## src/rtl/learned_peak_tracker_core_macros.svh

```systemverilog
// Assertion helpers for the learned peak tracker.
// Each expects clk and arst_n in scope.
`ifndef LEARNED_PEAK_TRACKER_CORE_MACROS_SVH
`define LEARNED_PEAK_TRACKER_CORE_MACROS_SVH

// same-cycle implication
`define LPT_ASSERT_NOW(lbl, ante, cons, msg) \
	lbl: assert property (@(posedge clk) disable iff (!arst_n) (ante) |-> (cons)) \
		else $error(msg);

// next-cycle implication
`define LPT_ASSERT_NEXT(lbl, ante, cons, msg) \
	lbl: assert property (@(posedge clk) disable iff (!arst_n) (ante) |=> (cons)) \
		else $error(msg);

`endif

```

## src/rtl/lpt_pkg.sv

```systemverilog
`timescale 1ns / 1ps
// ----------------------------------------------------------------------------
// lpt_pkg
// Shared types and constants for the learned peak tracker.
// ----------------------------------------------------------------------------
package lpt_pkg;

	localparam int unsigned DATA_W          = 16;
	localparam int unsigned STAGE_DEPTH_DEF = 2;
	localparam logic [DATA_W-1:0] LIMIT_RST = 16'd1023;

	localparam logic OP_SAMPLE = 1'b0;
	localparam logic OP_LOAD   = 1'b1;

	typedef logic [DATA_W-1:0] data_t;

	// second-stage buffer control from the update logic
	typedef struct packed {
		logic wr;   // append first-stage peak at current fill
		logic clr;  // flush: clear all entries
	} sec_ctl_t;

endpackage

```

## src/rtl/lpt_update.sv

```systemverilog
`timescale 1ns / 1ps
// ----------------------------------------------------------------------------
// lpt_update
// Next-state logic: applies one item to the running max and the two buffers.
// ----------------------------------------------------------------------------
module lpt_update #(
	parameter int unsigned STAGE_DEPTH = lpt_pkg::STAGE_DEPTH_DEF,
	parameter int unsigned FILL_W      = $clog2(STAGE_DEPTH + 1)
) (
	input  logic                                     opcode,
	input  lpt_pkg::data_t                           sample,
	input  lpt_pkg::data_t                           upper_limit,
	input  lpt_pkg::data_t                           max_cur,
	input  logic [FILL_W-1:0]                        first_fill,
	input  lpt_pkg::data_t                           first_peak,
	input  logic [FILL_W-1:0]                        sec_fill,
	input  logic [STAGE_DEPTH-1:0][lpt_pkg::DATA_W-1:0] sec_stage,
	output lpt_pkg::data_t                           max_nxt,
	output logic [FILL_W-1:0]                        first_fill_nxt,
	output lpt_pkg::data_t                           first_peak_nxt,
	output logic [FILL_W-1:0]                        sec_fill_nxt,
	output lpt_pkg::sec_ctl_t                        sec_ctl
);
	import lpt_pkg::*;

	localparam logic [FILL_W-1:0] FULL = FILL_W'(STAGE_DEPTH);

	data_t flush_max;

	// largest second-stage entry strictly between max and limit
	always_comb begin
		flush_max = max_cur;
		for (int i = 0; i < STAGE_DEPTH; i++) begin
			if (sec_stage[i] > flush_max && sec_stage[i] < upper_limit)
				flush_max = sec_stage[i];
		end
	end

	always_comb begin
		max_nxt        = max_cur;
		first_fill_nxt = first_fill;
		first_peak_nxt = first_peak;
		sec_fill_nxt   = sec_fill;
		sec_ctl        = '0;
		priority if (opcode == OP_LOAD) begin
			max_nxt = sample;
		end else if (sample == '0) begin
			// no change
		end else if (sample >= max_cur) begin
			max_nxt = sample;
		end else if (sample > upper_limit) begin
			// outlier
		end else if (max_cur > upper_limit) begin
			max_nxt = '0;
		end else if (first_fill != FULL) begin
			first_fill_nxt = first_fill + 1'b1;
			if (sample > first_peak)
				first_peak_nxt = sample;
		end else begin
			// first stage full: sample dropped, peak moves on
			first_fill_nxt = '0;
			first_peak_nxt = '0;
			if (sec_fill != FULL) begin
				sec_ctl.wr   = 1'b1;
				sec_fill_nxt = sec_fill + 1'b1;
			end else begin
				sec_ctl.clr  = 1'b1;
				sec_fill_nxt = '0;
				max_nxt      = flush_max;
			end
		end
	end

endmodule

```

## src/rtl/learned_peak_tracker_core.sv

```systemverilog
`timescale 1ns / 1ps
`include "learned_peak_tracker_core_macros.svh"
// ----------------------------------------------------------------------------
// learned_peak_tracker_core
// Learns the full-scale max of an ADC stream with two-stage outlier rejection.
// ----------------------------------------------------------------------------
// Takes one item per clock while in_stall is low and returns one result per
// item, passing through the input register and then the result register. The
// buffer update and the max compare over the second stage are combinational
// between those registers; the first stage is kept as a fill count plus its
// running peak. in_stall rises only while a result is held by out_stall and
// the input register is occupied. upper_limit resets to 1023.
module learned_peak_tracker_core #(
	parameter int unsigned STAGE_DEPTH = lpt_pkg::STAGE_DEPTH_DEF
) (
	input  logic           clk,
	input  logic           arst_n,
	input  logic           cfg_wr_en,
	input  lpt_pkg::data_t cfg_wr_data,
	input  logic           in_valid,
	output logic           in_stall,
	input  logic           opcode,
	input  lpt_pkg::data_t sample_value,
	output logic           out_valid,
	input  logic           out_stall,
	output lpt_pkg::data_t learned_max
);
	import lpt_pkg::*;

	localparam int unsigned FILL_W = $clog2(STAGE_DEPTH + 1);

	data_t             limit_q;
	logic              s1_valid_q;
	logic              opcode_s1;
	data_t             sample_s1;
	logic              out_valid_q;
	data_t             learned_max_q;

	data_t             max_q;
	logic [FILL_W-1:0] first_fill_q;
	data_t             first_peak_q;
	logic [FILL_W-1:0] sec_fill_q;
	logic [STAGE_DEPTH-1:0][DATA_W-1:0] sec_stage_q;

	data_t             max_nxt;
	logic [FILL_W-1:0] first_fill_nxt;
	data_t             first_peak_nxt;
	logic [FILL_W-1:0] sec_fill_nxt;
	sec_ctl_t          sec_ctl;

	logic              s1_adv;
	logic              upd;

	assign s1_adv   = !out_valid_q || !out_stall;
	assign in_stall = s1_valid_q && !s1_adv;
	assign upd      = s1_valid_q && s1_adv;

	assign out_valid   = out_valid_q;
	assign learned_max = learned_max_q;

	lpt_update #(
		.STAGE_DEPTH (STAGE_DEPTH),
		.FILL_W      (FILL_W)
	) u_update (
		.opcode         (opcode_s1),
		.sample         (sample_s1),
		.upper_limit    (limit_q),
		.max_cur        (max_q),
		.first_fill     (first_fill_q),
		.first_peak     (first_peak_q),
		.sec_fill       (sec_fill_q),
		.sec_stage      (sec_stage_q),
		.max_nxt        (max_nxt),
		.first_fill_nxt (first_fill_nxt),
		.first_peak_nxt (first_peak_nxt),
		.sec_fill_nxt   (sec_fill_nxt),
		.sec_ctl        (sec_ctl)
	);

	always_ff @(posedge clk or negedge arst_n) begin
		if (!arst_n) begin
			limit_q <= LIMIT_RST;
		end else if (cfg_wr_en) begin
			limit_q <= cfg_wr_data;
		end
	end

	// handshake control
	always_ff @(posedge clk or negedge arst_n) begin
		if (!arst_n) begin
			s1_valid_q  <= 1'b0;
			out_valid_q <= 1'b0;
		end else begin
			if (!in_stall)
				s1_valid_q <= in_valid;
			if (s1_adv)
				out_valid_q <= s1_valid_q;
		end
	end

	// input and result registers, no reset
	always_ff @(posedge clk) begin
		if (in_valid && !in_stall) begin
			opcode_s1 <= opcode;
			sample_s1 <= sample_value;
		end
		if (upd)
			learned_max_q <= max_nxt;
	end

	// tracker state
	always_ff @(posedge clk or negedge arst_n) begin
		if (!arst_n) begin
			max_q        <= '0;
			first_fill_q <= '0;
			first_peak_q <= '0;
			sec_fill_q   <= '0;
			sec_stage_q  <= '0;
		end else if (upd) begin
			max_q        <= max_nxt;
			first_fill_q <= first_fill_nxt;
			first_peak_q <= first_peak_nxt;
			sec_fill_q   <= sec_fill_nxt;
			for (int i = 0; i < STAGE_DEPTH; i++) begin
				if (sec_ctl.clr)
					sec_stage_q[i] <= '0;
				else if (sec_ctl.wr && sec_fill_q == FILL_W'(i))
					sec_stage_q[i] <= first_peak_q;
			end
		end
	end

	`LPT_ASSERT_NOW(a_first_fill_range, 1'b1, first_fill_q <= FILL_W'(STAGE_DEPTH), "first fill overrun")
	`LPT_ASSERT_NOW(a_sec_fill_range, 1'b1, sec_fill_q <= FILL_W'(STAGE_DEPTH), "second fill overrun")
	`LPT_ASSERT_NOW(a_empty_peak, first_fill_q == '0, first_peak_q == '0, "stale first-stage peak")
	`LPT_ASSERT_NEXT(a_in_capture, in_valid && !in_stall, s1_valid_q, "input transfer lost")

endmodule
```

## config.mk

```make
export PLATFORM = sky130hd
export DESIGN_NAME = learned_peak_tracker_core
export DESIGN_NICKNAME = d
export VERILOG_FILES = /design/src/rtl/lpt_pkg.sv /design/src/rtl/lpt_update.sv /design/src/rtl/learned_peak_tracker_core.sv
export VERILOG_INCLUDE_DIRS = /design/src /design/src/rtl
export SDC_FILE = /design/constraint.sdc
export NUM_CORES = 1
export LEC_CHECK = 0
export ABC_CLOCK_PERIOD_IN_PS = 12800
export BUFFER_PORTS_ARGS = -buffer_cell sky130_fd_sc_hd__buf_2
export CORE_MARGIN = 8
export CORE_UTILIZATION = 50
export CTS_CLUSTER_SIZE = 10
export DETAILED_ROUTE_END_ITERATION = 12
export HOLD_SLACK_MARGIN = 0.06
export PLACE_DENSITY = 0.66
export SLEW_MARGIN = 0
export SYNTH_ARGS = -nofsm -noshare
export SYNTH_HDL_FRONTEND = slang
export SYNTH_SLANG_ARGS = --single-unit
export TNS_END_PERCENT = 100
```

## constraint.sdc

```tcl
create_clock -name clk -period 12.8 [get_ports clk]
set_clock_uncertainty 0.05 [all_clocks]
set_input_delay 2.56 -clock clk [delete_from_list [all_inputs] [get_ports clk]]
set_output_delay 2.56 -clock clk [all_outputs]
set_load 0.01 [all_outputs]
```

==> flow_metrics.env <==
export IMPL_status="finished clean"
export IMPL_worstMarginPinSlew_ps=1160
export IMPL_synth_seq_cells=119
export IMPL_synth_area_mm2=0.00813
export IMPL_cts_tree="yes"
export IMPL_syn_inst=815
export IMPL_clock_sinks=119
export IMPL_max_freq_mhz=162
export IMPL_seq_area_frac_synth=0.388
export IMPL_die_area_mm2=0.0206
export IMPL_r2r_cells=17
export IMPL_period_share=0.482
export IMPL_gr_total_overflow=0
export IMPL_synth_cell_types=57
export IMPL_dp_slack_ps=6850
export IMPL_yosysTopAreaCellShare=0.234
export IMPL_syn_nets=979
export IMPL_syn2layout_area_growth_pct=13.1
export IMPL_grt_usage=0.242
export IMPL_ir_drop_mv=0.109
export IMPL_coreArea_mm2=0.0159
export IMPL_synth_ff_type="dfrtp_1"
export IMPL_hp_class="reg -> reg"
export IMPL_fillers=1378
export IMPL_place_inst=1068
export IMPL_grt_start_max_net_pins=53
export IMPL_grt_pass1_vias=6994
export IMPL_routabilityCongestion=0.976
export IMPL_synth_top_cells_by_count="ha_1, nand2_1, dfrtp_1, inv_1, o21ai_0"
export IMPL_layout_drive_gt1_share=0.130
export IMPL_worstHoldPathCells=1
export IMPL_worstPathMaxFanout=19
export IMPL_htreeDepth=4
export IMPL_postRouteAntennaNets=0
export IMPL_post_cts_resized=0
export IMPL_numPortBuffers=55
export IMPL_drt_initial_drc_count=592
export IMPL_post_cts_buffers=0
export IMPL_clock_path_buffers=2
export IMPL_via_count=6949
export IMPL_n_antenna_cell=0
export IMPL_required_ps=12910
export IMPL_rsz0062_at_grt="no"
export IMPL_clk_insertion_delay_late_ps=420
export IMPL_layout_setup_ws_ps=6630
export IMPL_synth_area_leaders="dfrtp_1, ha_1, edfxtp_1"
export IMPL_cts_root_buf="clkbuf_16"
export IMPL_start_kind="flip-flop"
export IMPL_max_cap_violations=0
export IMPL_yosys_cell_count_top_type="ha_1"
export IMPL_wl_per_cell_um=21.8
export IMPL_cts_hold_buffers=0
export IMPL_end_kind="flip-flop"
export IMPL_synth_edff_count=33
export IMPL_io_pin_count=56
export IMPL_hpwlAfterDp_um=18500
export IMPL_p_leak_nw=4.24
export IMPL_crit_type="reg -> reg"
export IMPL_power_density_mw_per_mm2=204
export IMPL_rows=46
export IMPL_via_per_inst=6.32
export IMPL_arrival_ps=6280
export IMPL_wirelength_um=24000
export IMPL_die_w_um=143
export IMPL_min_period_ps=6170
export IMPL_drc_errors=0
export IMPL_antenna_found_initial=0
export IMPL_clk_pin_slew_ps=60
export IMPL_nets=1035
export IMPL_ys_warn_count=0
export IMPL_relSlewSlack=0.224
export IMPL_fin_cells=1100
export IMPL_synth_area_leader_cell="dfrtp_1"
export IMPL_die_y_um=143
export IMPL_setup_viol=0
export IMPL_cts_buffers=17
export IMPL_start_util=0.512
export IMPL_synthArstFlopShare=0.723
export IMPL_avgSynthCellArea_um2=9.97
export IMPL_hold_viol_final=0
export IMPL_dr_pass1_iters=5
export IMPL_maxSlewViolCount=0
export IMPL_grt_pass1_wl_um=37600
export IMPL_tns_ps=0
state kept, by name, summed over array words and instances, names as in the netlist:
signal	count
sec_fill_q	2
s1_valid_q	1
opcode_s1	1
limit_q	16
first_peak_q	16
first_fill_q	2
sample_s1	16
sec_stage_q	32
max_q	16
out_valid	1
learned_max	16
critical path: stages (launching register included):
cell and delay (ps):
dfrtp_1 500, inv_1 150, ha_1 340, nand4_1 150, nor4_1 100, a211oi_1 330, o31ai_1 190, nor2_2 910
mux2i_1 310, ha_1 290, a21oi_1 130, o21ai_0 120, a221oi_1 310, o211ai_1 280, and3_1 250, o21ai_1 860
a22oi_1 280, a221o_1 350
per-layer routing:
layer | routed length (µm) | global-route usage | vias to the layer above
met1 | 10500 | 0.316 | 3410
met4 | 809 | 0.117 | 0
li1 | - | - | 3183
met2 | 10800 | 0.378 | 302
met5 | 0 | 0 | -
met3 | 1990 | 0.0484 | 54
cells by family after synthesis:
kind of cell,Yosys count,share of synthesized area
AO/OA/AOI/OAI,214,0.183
XOR/XNOR,1,0.00108
adder cells (fa/ha/maj),126,0.194
buffers and inverters,97,0.0471
flip-flops,119,0.388
multiplexers,39,0.0491
AND/OR/NAND/NOR,219,0.137
cell usage in the layout, fill, tap and decap left out, types with 3 or more instances in the layout:
master / count
a2111oi_0: 3
a211oi_1: 5
a21o_1: 4
a21oi_1: 39
a221o_1: 25
a22o_1: 16
a22oi_1: 13
a31oi_1: 3
and2_1: 17
and3_1: 3
buf_2: 54
buf_4: 6
clkbuf_16: 17
clkinv_2: 5
dfrtp_1: 76
dfstp_2: 10
edfxtp_1: 33
ha_1: 126
inv_1: 72
mux2_2: 7
mux2i_1: 32
nand2_1: 84
nand2b_1: 10
nand3_1: 11
nand4_1: 29
nor2_1: 21
nor2b_1: 17
nor3_1: 6
nor4_1: 10
o211ai_1: 4
o21a_1: 7
o21ai_0: 55
o221ai_1: 11
o22ai_1: 12
o311ai_1: 4
or3_1: 3
worst paths after layout:
| kind | startpoint | end | slack [ps] |
|---|---|---|---|
| setup / recovery | max_q[9]$_DFFE_PN0P_ | learned_max[5]$_DFFE_PP_ | 6630 |
| hold / removal | first_fill_q[0]$_DFFE_PN0P_ | first_fill_q[0]$_DFFE_PN0P_ | 460 |
| setup reg to reg | max_q[9]$_DFFE_PN0P_ | learned_max[5]$_DFFE_PP_ | 6630 |
| hold reg to reg | first_fill_q[0]$_DFFE_PN0P_ | first_fill_q[0]$_DFFE_PN0P_ | 460 |
| max in group asynchronous | arst_n | max_q[15]$_DFFE_PN0P_ | 9610 |
| min in group asynchronous | arst_n | limit_q[10]$_DFFE_PN0P_ | 2050 |
area by class of cell:
| type | instances | area (µm²) | share of cell area |
|---|---|---|---|
| Multi-Input combinational cell | 599 | 4590 | 0.499 |
| Sequential cell | 119 | 3160 | 0.343 |
| Clock buffer | 20 | 457 | 0.0497 |
| Timing Repair Buffer | 60 | 315 | 0.0343 |
| Inverter | 74 | 278 | 0.0302 |
| Tap cell | 216 | 270 | 0.0294 |
| Clock inverter | 12 | 126 | 0.0138 |
metrics by stage:
stage          hold slack [ps]   util  instance area, µm²  power [mW]
3_3_place_gp               430  0.542                8610        1.34
2_1_floorplan              407      -                8130        1.13
5_1_grt                    487  0.579                9190        2.00
6_report                   463  0.579                9190        1.87
4_1_cts                    465  0.579                9190        1.86
3_5_place_dp               451  0.542                8610        1.38
power breakdown:
group	leakage, nW	total (mW)	switching [mW]	internal, mW
sequential	1.35	0.644	0.149	0.495
combinational	2.60	0.757	0.438	0.319
clock	0.286	0.474	0.178	0.296
total	4.24	1.87	0.764	1.11
(Power assumes the default switching activity.)
